--- config.mk ---
export PLATFORM = sky130hd
export DESIGN_NAME = distinct_subsequence_counter
export DESIGN_NICKNAME = d
export VERILOG_FILES = /design/src/design/dsc_pkg.sv /design/src/design/dsc_ctrl.sv /design/src/design/dsc_datapath.sv /design/src/design/distinct_subsequence_counter.sv
export SDC_FILE = /design/constraint.sdc
export NUM_CORES = 2
export LEC_CHECK = 0
export BUFFER_PORTS_ARGS = -buffer_cell sky130_fd_sc_hd__buf_4
export CORE_MARGIN = 5
export CORE_UTILIZATION = 35
export CTS_BUF_LIST = sky130_fd_sc_hd__clkbuf_16
export DETAILED_ROUTE_END_ITERATION = 8
export GPL_ROUTABILITY_DRIVEN = 0
export HOLD_SLACK_MARGIN = 0.08
export RECOVER_POWER = 50
export SYNTH_ARGS = -nofsm -noshare
export SYNTH_HDL_FRONTEND = slang
export SYNTH_SLANG_ARGS = --single-unit
--- constraint.sdc ---
create_clock -name clock -period 4.95 [get_ports clock]
set_input_delay 0.2475 -clock clock [delete_from_list [all_inputs] [get_ports clock]]
set_output_delay 0.2475 -clock clock [all_outputs]
set_load 0.005 [all_outputs]
--- src/design/dsc_pkg.sv ---
// ----------------------------------------------------------------------------
// dsc_pkg
// Shared types and constants of the distinct subsequence counter: payload
// structs, command codes, controller states and controller/datapath buses.
// ----------------------------------------------------------------------------
package dsc_pkg;

   // Default depth of the pattern store
   localparam int DEF_MAX_PATTERN = 64;

   localparam int SYMBOL_W = 8;
   localparam int COUNT_W  = 32;

   // Input transaction command codes (code 3 is unused and ignored)
   typedef enum logic [1:0] {
      CMD_CLEAR  = 2'd0,
      CMD_APPEND = 2'd1,
      CMD_SOURCE = 2'd2
   } dsc_cmd_type;

   typedef struct packed {
      logic [1:0]          command;
      logic [SYMBOL_W-1:0] symbol;
      logic                last;
   } dsc_req_type;

   typedef struct packed {
      logic [COUNT_W-1:0] count;
      logic               pattern_truncated;
   } dsc_rsp_type;

   typedef enum logic [2:0] {
      ST_IDLE,
      ST_READ,
      ST_UPDATE,
      ST_FINAL,
      ST_EMIT
   } dsc_state_type;

   // Controller to datapath commands
   typedef struct packed {
      logic clear;       // empty pattern, drop flag, restart row
      logic append;      // store a pattern symbol, restart row
      logic start;       // latch source symbol, load position counter
      logic update;      // add, write back, step position down
      logic read_final;  // point read port A at the full-pattern entry
      logic load_rsp;    // capture result, restart row
   } dsc_ctl_type;

   // Datapath to controller status
   typedef struct packed {
      logic len_zero;
      logic idx_one;
   } dsc_sts_type;

endpackage

--- src/design/dsc_ctrl.sv ---
// ----------------------------------------------------------------------------
// dsc_ctrl
// Sequencer: decodes input transactions, walks the pattern positions and
// owns both handshakes.
// ----------------------------------------------------------------------------
module dsc_ctrl
   import dsc_pkg::*;
(
   input  logic        clock,
   input  logic        reset,
   input  logic        req_valid,
   output logic        req_ready,
   input  dsc_req_type req_payload,
   output logic        rsp_valid,
   input  logic        rsp_ready,
   output dsc_ctl_type ctl,
   input  dsc_sts_type sts
);

   dsc_state_type state_ff, state_in;
   logic          last_ff, last_in;
   logic          rsp_valid_ff, rsp_valid_in;
   logic          req_fire;

   assign req_fire  = req_valid && req_ready;
   assign rsp_valid = rsp_valid_ff;

   always_ff @(posedge clock) begin
      if (reset) begin
         state_ff     <= ST_IDLE;
         last_ff      <= 1'b0;
         rsp_valid_ff <= 1'b0;
      end else begin
         state_ff     <= state_in;
         last_ff      <= last_in;
         rsp_valid_ff <= rsp_valid_in;
      end
   end

   always_comb begin
      state_in     = state_ff;
      last_in      = last_ff;
      rsp_valid_in = rsp_valid_ff && !rsp_ready;
      req_ready    = 1'b0;
      ctl          = '0;
      case (state_ff)
         ST_IDLE: begin
            req_ready = 1'b1;
            if (req_fire) begin
               if (req_payload.command == CMD_CLEAR) begin
                  ctl.clear = 1'b1;
               end else if (req_payload.command == CMD_APPEND) begin
                  ctl.append = 1'b1;
               end else if (req_payload.command == CMD_SOURCE) begin
                  ctl.start = 1'b1;
                  last_in   = req_payload.last;
                  if (!sts.len_zero) begin
                     state_in = ST_READ;
                  end else if (req_payload.last) begin
                     state_in = ST_FINAL;
                  end
               end
            end
         end
         ST_READ: begin
            state_in = ST_UPDATE;
         end
         ST_UPDATE: begin
            ctl.update = 1'b1;
            if (sts.idx_one) begin
               state_in = last_ff ? ST_FINAL : ST_IDLE;
            end else begin
               state_in = ST_READ;
            end
         end
         ST_FINAL: begin
            ctl.read_final = 1'b1;
            state_in       = ST_EMIT;
         end
         ST_EMIT: begin
            // keep the full-pattern entry on read port A while waiting
            ctl.read_final = 1'b1;
            // hold until the output register is free
            if (!rsp_valid_ff || rsp_ready) begin
               ctl.load_rsp = 1'b1;
               rsp_valid_in = 1'b1;
               state_in     = ST_IDLE;
            end
         end
         default: begin
            state_in = ST_IDLE;
         end
      endcase
   end

`ifndef SYNTHESIS
   a_rsp_from_emit: assert property (@(posedge clock) disable iff (reset)
      $rose(rsp_valid_ff) |-> $past(state_ff) == ST_EMIT)
      else $error("result appeared outside the emit step");

   a_last_source_leaves_idle: assert property (@(posedge clock) disable iff (reset)
      (req_fire && req_payload.command == CMD_SOURCE && req_payload.last)
      |=> state_ff != ST_IDLE)
      else $error("final source transaction did not start a result");

   a_emit_loads: assert property (@(posedge clock) disable iff (reset)
      (state_ff == ST_EMIT && (!rsp_valid_ff || rsp_ready)) |=> rsp_valid_ff)
      else $error("free output register was not loaded");
`endif

endmodule

--- src/design/dsc_datapath.sv ---
// ----------------------------------------------------------------------------
// dsc_datapath
// Pattern store, count row memory with per-entry valid bits, position
// counter, compare and add, and the result register.
// ----------------------------------------------------------------------------
module dsc_datapath
   import dsc_pkg::*;
#(
   parameter int MAX_PATTERN = DEF_MAX_PATTERN
) (
   input  logic        clock,
   input  logic        reset,
   input  dsc_req_type req_payload,
   input  dsc_ctl_type ctl,
   output dsc_sts_type sts,
   output dsc_rsp_type rsp_payload
);

   localparam int CW = $clog2(MAX_PATTERN + 1);
   localparam int PW = (MAX_PATTERN > 1) ? $clog2(MAX_PATTERN) : 1;

   logic [SYMBOL_W-1:0] pat_mem [MAX_PATTERN];
   logic [COUNT_W-1:0]  cnt_mem [MAX_PATTERN + 1];
   logic [MAX_PATTERN:0] valid_ff;

   logic [CW-1:0]       plen_ff;
   logic                trunc_ff;
   logic [CW-1:0]       idx_ff;
   logic [SYMBOL_W-1:0] sym_ff;

   logic [SYMBOL_W-1:0] pat_rd_ff;
   logic [COUNT_W-1:0]  a_data_ff, b_data_ff;
   logic                a_valid_ff, b_valid_ff;
   logic                a_zero_ff, b_zero_ff;
   dsc_rsp_type         rsp_ff;

   logic [CW-1:0]       addr_a, addr_b;
   logic [PW-1:0]       pat_addr;
   logic [COUNT_W-1:0]  a_val, b_val, sum;
   logic                room, match, restart;

   assign room     = plen_ff < CW'(MAX_PATTERN);
   assign addr_a   = ctl.read_final ? plen_ff : idx_ff;
   assign addr_b   = idx_ff - CW'(1);
   assign pat_addr = addr_b[PW-1:0];
   assign restart  = ctl.clear || ctl.append || ctl.load_rsp;

   // entry zero is always one; entries never written since restart are zero
   assign a_val = a_zero_ff ? COUNT_W'(1) : (a_valid_ff ? a_data_ff : '0);
   assign b_val = b_zero_ff ? COUNT_W'(1) : (b_valid_ff ? b_data_ff : '0);
   assign sum   = a_val + b_val;
   assign match = pat_rd_ff == sym_ff;

   assign sts.len_zero = plen_ff == '0;
   assign sts.idx_one  = idx_ff == CW'(1);
   assign rsp_payload  = rsp_ff;

   // control state
   always_ff @(posedge clock) begin
      if (reset) begin
         plen_ff  <= '0;
         trunc_ff <= 1'b0;
         valid_ff <= '0;
         idx_ff   <= '0;
      end else begin
         if (ctl.clear) begin
            plen_ff  <= '0;
            trunc_ff <= 1'b0;
         end else if (ctl.append) begin
            if (room) begin
               plen_ff <= plen_ff + CW'(1);
            end else begin
               trunc_ff <= 1'b1;
            end
         end
         if (restart) begin
            valid_ff <= '0;
         end else if (ctl.update && match) begin
            valid_ff[idx_ff] <= 1'b1;
         end
         if (ctl.start) begin
            idx_ff <= plen_ff;
         end else if (ctl.update) begin
            idx_ff <= idx_ff - CW'(1);
         end
      end
   end

   // pattern store
   always_ff @(posedge clock) begin
      if (ctl.append && room) begin
         pat_mem[plen_ff[PW-1:0]] <= req_payload.symbol;
      end
      pat_rd_ff <= pat_mem[pat_addr];
   end

   // count row: write entry j, read entries j and j-1
   always_ff @(posedge clock) begin
      if (ctl.update && match) begin
         cnt_mem[idx_ff] <= sum;
      end
      a_data_ff <= cnt_mem[addr_a];
      b_data_ff <= cnt_mem[addr_b];
   end

   always_ff @(posedge clock) begin
      a_valid_ff <= valid_ff[addr_a];
      b_valid_ff <= valid_ff[addr_b];
      a_zero_ff  <= addr_a == '0;
      b_zero_ff  <= addr_b == '0;
      if (ctl.start) begin
         sym_ff <= req_payload.symbol;
      end
      if (ctl.load_rsp) begin
         rsp_ff.count             <= a_val;
         rsp_ff.pattern_truncated <= trunc_ff;
      end
   end

`ifndef SYNTHESIS
   a_no_update_at_zero: assert property (@(posedge clock) disable iff (reset)
      ctl.update |-> idx_ff != '0)
      else $error("update at position zero");

   a_trunc_only_when_full: assert property (@(posedge clock) disable iff (reset)
      $rose(trunc_ff) |-> plen_ff == CW'(MAX_PATTERN))
      else $error("truncation flagged with room left");

   a_row_restarts: assert property (@(posedge clock) disable iff (reset)
      ctl.load_rsp |=> valid_ff == '0)
      else $error("row not restarted after result");
`endif

endmodule

--- src/design/distinct_subsequence_counter.sv ---
// ----------------------------------------------------------------------------
// distinct_subsequence_counter
// Counts the distinct subsequences of a streamed source string that equal a
// loaded pattern string, modulo 2^32.
// ----------------------------------------------------------------------------
// Load the pattern with append transactions (one symbol each, up to
// MAX_PATTERN; extra symbols are dropped and pattern_truncated stays set until
// a clear), then stream the source with source transactions and mark the
// final one with last. That transaction produces one result carrying the
// count; the count row restarts afterwards while the pattern is kept. Clear,
// append and unused-command transactions leave the sequencer idle. A source
// transaction walks the pattern positions, and a last one then adds a final
// read and an emit step, before the next transaction is accepted: the count
// row lives in a memory with one write and two read ports, and each pattern
// position is a read step followed by a compare-add-write step, walked from
// the top position down. A finished result waits in the output register while
// the next transactions are taken; if an earlier result still sits unread
// there, the emit step of a last source transaction holds until it is taken.
module distinct_subsequence_counter
   import dsc_pkg::*;
#(
   parameter int MAX_PATTERN = DEF_MAX_PATTERN
) (
   input  logic        clock,
   input  logic        reset,
   input  logic        req_valid,
   output logic        req_ready,
   input  dsc_req_type req_payload,
   output logic        rsp_valid,
   input  logic        rsp_ready,
   output dsc_rsp_type rsp_payload
);

   dsc_ctl_type ctl;
   dsc_sts_type sts;

   // sequencer: handshakes and position walk
   dsc_ctrl u_ctrl (
      .clock       (clock),
      .reset       (reset),
      .req_valid   (req_valid),
      .req_ready   (req_ready),
      .req_payload (req_payload),
      .rsp_valid   (rsp_valid),
      .rsp_ready   (rsp_ready),
      .ctl         (ctl),
      .sts         (sts)
   );

   // storage and arithmetic
   dsc_datapath #(
      .MAX_PATTERN (MAX_PATTERN)
   ) u_datapath (
      .clock       (clock),
      .reset       (reset),
      .req_payload (req_payload),
      .ctl         (ctl),
      .sts         (sts),
      .rsp_payload (rsp_payload)
   );

endmodule

---- Yosys cells after proc, flatten, opt, wreduce, memory -nomap -nowiden ----
Memory sizes are Yosys's and may differ from the RTL's. A register that Yosys moved wholly into a read port is not among the register bits.
Cells that the tools add are included.
word-level totals
  input port bits ......................... 15
  word-level logic and storage cells ...... 106
  memories ................................ 2
  register bits after elaboration ......... 130
  RAM bits ................................ 2592
  output and inout port bits .............. 35
operators by class
  equal/unequal tests ..................... 14
  $add $sub $neg .......................... 3
  bitwise operators ....................... 4
  mux-type cells .......................... 41
  reduce and logical (&&, ||, !) cells .... 23
  $lt $le $gt $ge ......................... 5
memories
  memory              words  bits a word  rd ports  clocked after memory_dff  write ports  RTL line            source
  u_datapath.cnt_mem  65     32           2         2                         1            dsc_datapath.sv:23  logic [COUNT_W-1:0] cnt_mem [MAX_PATTERN + 1];
  u_datapath.pat_mem  64     8            1         1                         1            dsc_datapath.sv:22  logic [SYMBOL_W-1:0] pat_mem [MAX_PATTERN];
operators by type and width
  cell                 count
  $mux 32              4
  $or 65x65->65        1
  $add 32x32->32       1
  $mux 3               10
  $lt 7x8->1 const B   3
  $logic_not 7->1      3
  $mux 7               3
  $mux 1               18
  $pmux 3 s5           1
  $bmux 1 s7           2
  $eq 8x8->1           1
  $add 7x1->7 const B  1
  $demux 1 s7          1
  $eq 7x1->1 const B   1
  $ge 7x1->1 const B   1
  $lt 7x7->1 const B   1
  $sub 7x1->7 const B  1
  $eq 3x2->1 const B   2
  $ne 2x1->1 const B   3
  $reduce_and 6->1     1
  $reduce_or 2->1      3
  $logic_and 1x1->1    5
  $reduce_and 5->1     1
  $mux 2               2
  other kinds (13)     20

---- Logic depth before layout (Yosys ltp) ----
  depth in word-level cells ............... 9
  depth in mapped cells ................... 14
  depth with buffers taken out ............ 11

---- Cells and area by module ----
From an unflattened synthesis, not the netlist that was laid out.
unflattened totals
  cells, all modules ...................... 6522
  area, all modules ....................... 124688.3 um^2
modules (own cells, without submodules)
  module        area each (um^2)  sequential area each (um^2)  instances  cells each
  dsc_datapath  124390.6          82188.8                      1          6490
  dsc_ctrl      297.8             100.1                        1          32

---- Worst setup path after synthesis ----
OpenSTA, ideal clock, no wires.
  path type ............................... reg2reg
  start point ............................. register u_datapath.a_valid_ff
  end point ............................... memory u_datapath.cnt_mem[0][29], data pin
  clock period less this slack ............ 4.906 ns
  data arrival time ....................... 4.334 ns
  path buffers ............................ 2
  library setup time ...................... 0.573 ns
  cell stages (with the launch flop) ...... 14
  setup slack ............................. 0.044 ns
  data required time ...................... 4.377 ns
  path through ............................ dfxtp_1 -> nor2b_1 -> clkbuf_1 -> and2_1 -> ha_1 -> and4_1 -> clkbuf_1 -> and4_1 -> and4_1 -> o21bai_1 -> a311oi_1 -> o21a_1 -> nor2_1 -> xnor2_1
on the way
  cells in the longest elaborated chain, start to end .. 3
ends and longest elaborated chain
  item                      RTL line             source
  start, declared           dsc_datapath.sv:33   logic a_valid_ff, b_valid_ff;
  start signal, assigned    dsc_datapath.sv:107  a_valid_ff <= valid_ff[addr_a];
  $mux 32 (2 in a row)      dsc_datapath.sv:49   assign a_val = a_zero_ff ? COUNT_W'(1) : (a_valid_ff ? a_data_ff : '0);
  net u_datapath.a_val[14]  dsc_datapath.sv:39   logic [COUNT_W-1:0] a_val, b_val, sum;
  $add 32x32->32            dsc_datapath.sv:51   assign sum = a_val + b_val;
  net u_datapath.sum[29]    dsc_datapath.sv:39
  end, declared             dsc_datapath.sv:23
The timed path passes the listed nets, and every way through them passes these cells.

---- Worst setup path after layout ----
  start point ............................. register u_datapath.idx_ff[1]
  end point ............................... register u_datapath.b_data_ff[0], read port of u_datapath.cnt_mem
on the way
  cells in the longest elaborated chain, start to end .. 1
ends and longest elaborated chain
  item                    RTL line            source
  start, declared         dsc_datapath.sv:28  logic [CW-1:0] idx_ff;
  start signal, assigned  dsc_datapath.sv:82  idx_ff <= plen_ff;
  start signal, assigned  dsc_datapath.sv:84  idx_ff <= idx_ff - CW'(1);
  $sub 7x1->7             dsc_datapath.sv:44  assign addr_b = idx_ff - CW'(1);
  end, declared           dsc_datapath.sv:32  logic [COUNT_W-1:0] a_data_ff, b_data_ff;
No other way between the ends.
A chain may end at the register's enable or synchronous reset.

==> metrics.md <==
| Metric | Value |
|---|---|
| P_leak | `47.48 nW` |
| Yosys reg bits | `2794` |
| Post-route ant nets | `0` |
| Hold depth | `3` |
| Top cell type's share of synthesized area | `0.6193` |
| Vias per cell | `6.264` |
| Layout cells sized above 1 | `0.2194` |
| Final Skew | `between 0.09 and 0.1 ns` |
| GRT met2 Usage | `0.3484` |
| Max incr delay on CP | `2.24 ns` |
| Critical-path cell list | `inv_1, ha_4, nand2b_1, nor4_1, xor2_1, o21ai_0` |
| Layout Cells excl Fill | `approximately 13000` |
| Met3 Use GR | `0.05192` |
| Top_reg_cell synth | `edfxtp_1` |
| Final net count | `approximately 8400` |
| Die Ht | `about 610 um` |
| Tightest Hold Check Type | `in -> reg` |
| DP Cell Count | `about 13000` |
| Sequential share of the synthesized area | `0.6446` |
| CTS tree | `built` |
| Reg2Reg Depth | `6` |
| Reg2reg setup slack | `-0.04 ns` |
| Die area | `approximately 0.38 mm2` |
| Clk root buf | `clkbuf_16` |
| Crit-path leading delay family | `XOR/XNOR gates` |
| Post-Synth Adder-Cell Area | `0.003685` |
| Vias in the first global route | `~82000` |
| Slew @ Worst Pin | `around 3.2 ns` |
| Clock Latency Late Sink | `roughly 0.95 ns` |
| Rows | `around 220` |
| Fmax | `0.2005 GHz` |
| R2R Path End | `u_datapath.b_data_ff[0]$_DFF_P_` |
| Unique masters post-synth | `85` |
| Cells after Synth | `about 8000` |
| Starting Density | `0.3519` |
| Largest family of logic cells by synthesized area | `multiplexers` |
| Critical Path AT | `~5.6 ns` |
| Synth Area in Compound Gates | `0.08125` |
| Post-synth EDFFs | `between 2000 and 3000` |
| Minimum clock period | `4.987 ns` |
| First-pass detailed-route iteration total | `6` |
| Outcome | `finished with violations` |
| Simple-gate area share of the yosys netlist | `0.07890` |
| Async SR Flop Fraction | `0` |
| Yosys warnings | `0` |
| WP data required | `5.51 ns` |
| Post-synth net total | `8297` |
| Top post-synthesis cells by area | `edfxtp_1, mux4_2, nand2_1` |
| Worst Min Path Start | `reset` |
| Synth Cell Area | `0.1277 mm2` |
| Worst-path clk slew | `~0.06 ns` |
| Most frequent cells in the layout | `edfxtp_1, nand2_1, mux4_2` |
| Final Max Tran Viols | `885` |
| Mux contribution to synthesized area | `0.1645` |
| Commonest non-fill, non-tap cell in the layout | `edfxtp_1` |
| Buf/Inv on CP | `1` |
| CP max FO | `17` |
| Failing checks | `max-capacitance violations, max-slew violations, negative setup slack` |
| 1st-iter DRT viols | `12480` |
| CP startpoint kind | `flop` |
| Setup slack at placement | `between 0.4 and 0.5 ns` |
| Busiest layer in global routing | `met2` |
| Critical path's slowest cell | `xor2_1` |
| Power Density | `roughly 400 mW/mm2` |
| Setup TNS | `-0.04075 ns` |
| Core Box Area | `0.3628 mm2` |
| WL/cell | `about 33 um` |
| Vias | `~84000` |
| Largest net degree at the start of global routing | `about 110` |
| Finished Cell Area | `0.1457 mm2` |
| Post-synth top area cell | `edfxtp_1` |
| Grt met1 use | `0.2998` |
| Setup ws final | `-0.03681 ns` |
| Grt ovf | `0` |
| Final Cycle Share | `1.007` |
| Placed Instance Area | `around 0.14 mm2` |
| GR Util All Layers | `0.2256` |
| First-pass GRT wire length | `616400 um` |
| Final setup viols | `2` |
| DRC Markers | `0` |
| Syn-to-layout area delta | `14.12%` |
| Critical path class | `reg -> reg` |
| Initial antenna violation count | `16` |
| Boundary Pins | `50` |
| Post-synthesis xor/xnor area fraction | `0.002950` |
| Rel. slew slack | `-1.154` |
| Clock sink total | `~2800` |
| Die W | `614.0 um` |
| H-tree Lvls | `5` |
| Clk buf depth | `4` |
| Worst r2r src | `u_datapath.idx_ff[1]$_SDFFE_PP0P_` |
| Max Cap Viol | `16` |
| Endpoints failing hold | `0` |
| Post-Route Utilization | `0.4016` |
| Worst Hold End | `u_datapath.idx_ff[3]$_SDFFE_PP0P_` |
| Peak VDD IR | `~0.31 mV` |
| Clock buffer count from CTS | `306` |
| Syn_area_per_cell | `15.48 um2` |
| DPL Wire Length | `around 250000 um` |
| Element type at the critical path end | `flop` |
| RSZ-0062 raised after global routing | `true` |
| Port Buffers | `49` |
| Wirelength, routed | `roughly 440000 um` |
-- cell type report --
cell class	instances	area [um2]
fillers	32730	217100
clock buffers	307	7682
well taps	4794	5998
flip-flops and latches	2794	82290
clock inverters	252	2222
repair buffers	465	4257
inverters	21	78.83
diodes	11	27.53
multi-input cells	4740	43140
-- sequential cells by signal (all words and copies together), names as in the netlist --
| signal | cells |
|---|---|
| u_datapath.sym_ff | 8 |
| u_datapath.plen_ff | 7 |
| u_datapath.cnt_mem | 2080 |
| u_datapath.b_data_ff | 32 |
| u_datapath.valid_ff | 65 |
| u_datapath.pat_rd_ff | 8 |
| u_datapath.a_data_ff | 32 |
| u_datapath.a_valid_ff | 1 |
| u_ctrl.state_ff | 3 |
| u_datapath.pat_mem | 512 |
| u_datapath.rsp_payload | 33 |
| u_datapath.trunc_ff | 1 |
| u_ctrl.last_ff | 1 |
| u_datapath.b_valid_ff | 1 |
| u_ctrl.rsp_valid | 1 |
| u_datapath.a_zero_ff | 1 |
| u_datapath.idx_ff | 7 |
| u_datapath.b_zero_ff | 1 |
-- synthesized netlist by cell type (all sizes together) (21+ instances only) --
master	count
a2111oi	35
a211oi	537
a21oi	160
a22oi	71
a311oi	56
a31oi	264
and2	68
and3	428
buf	299
clkbuf	391
dfxtp	161
edfxtp	2633
ha	36
inv	21
mux2	41
mux2i	206
mux4	820
nand2	1050
nand3	217
nand4	47
nor2	251
o21a	71
o21ai	81
o32a	24
xnor2	25
-- power breakdown --
part | switching [W] | total, W | internal (W)
combinational | 0.00556 | 0.00905 | 0.00349
sequential | 0.000268 | 0.0265 | 0.0262
clock | 0.00975 | 0.0227 | 0.0130
total | 0.0156 | 0.0582 | 0.0426
-- worst reg2reg max path: cells and delay by family, from the launching register on --
kind,cells,cell delay [ns]
DFF,1,0.61
adders and majority gates,1,0.28
buffers and inverters,1,0.34
and+or+nand+nor,2,0.19
AOI/OAI and AO/OA,1,1.01
xor gates and xnor gates,1,2.24
-- cell families after synthesis --
| logic type | Yosys count |
|---|---|
| buffers and inverters | 711 |
| AOI/OAI and AO/OA | 1437 |
| xor gates and xnor gates | 43 |
| DFF | 2794 |
| and+or+nand+nor | 2156 |
| muxes | 1067 |
| adders and majority gates | 37 |
-- repair_timing --
action | 4_1_cts | 5_1_grt
endpoints found under the hold margin | 548 | 0
hold buffers | 19 | 0
setup buffers | 0 | 0
resized for setup | 0 | 1
endpoints found under the setup margin | 0 | 8
-- layer usage --
metal / vias up / share of wire
met3: 1262 / 0.11
met4: 10 / 0.058
li1: 33650 / -
met2: 5705 / 0.45
met1: 43200 / 0.38
met5: - / 0.00017
-- stage by stage --
stage               hold WS (ns)  power (W)
finish                    0.3531    0.05822
global route              0.3153    0.05987
CTS                       0.2554    0.05834
detailed placement        0.4345    0.03584
global placement          0.4220    0.03575
floorplan                 0.3464    0.03236
-- worst max-delay path by stage --
stage | slack, ns | end | start | cells past startpoint
after CTS | 0.07 | u_datapath.pat_mem[7][5]$_DFFE_PP_ | u_ctrl.state_ff[0]$_SDFFE_PP0P_ | 7
after global routing | -0.008 | u_datapath.pat_mem[31][5]$_DFFE_PP_ | u_ctrl.state_ff[0]$_SDFFE_PP0P_ | 7
after detailed placement | 0.50 | u_datapath.a_data_ff[1]$_DFF_P_ | u_ctrl.state_ff[1]$_SDFFE_PP0P_ | 9
after global placement | 0.46 | u_datapath.cnt_mem[37][16]$_DFFE_PP_ | u_datapath.a_valid_ff$_DFF_P_ | 13
final | -0.04 | u_datapath.b_data_ff[0]$_DFF_P_ | u_datapath.idx_ff[1]$_SDFFE_PP0P_ | 6
after floorplan | 0.04 | u_datapath.cnt_mem[0][29]$_DFFE_PP_ | u_datapath.a_valid_ff$_DFF_P_ | 13
Power figures use the tool's default switching activity.
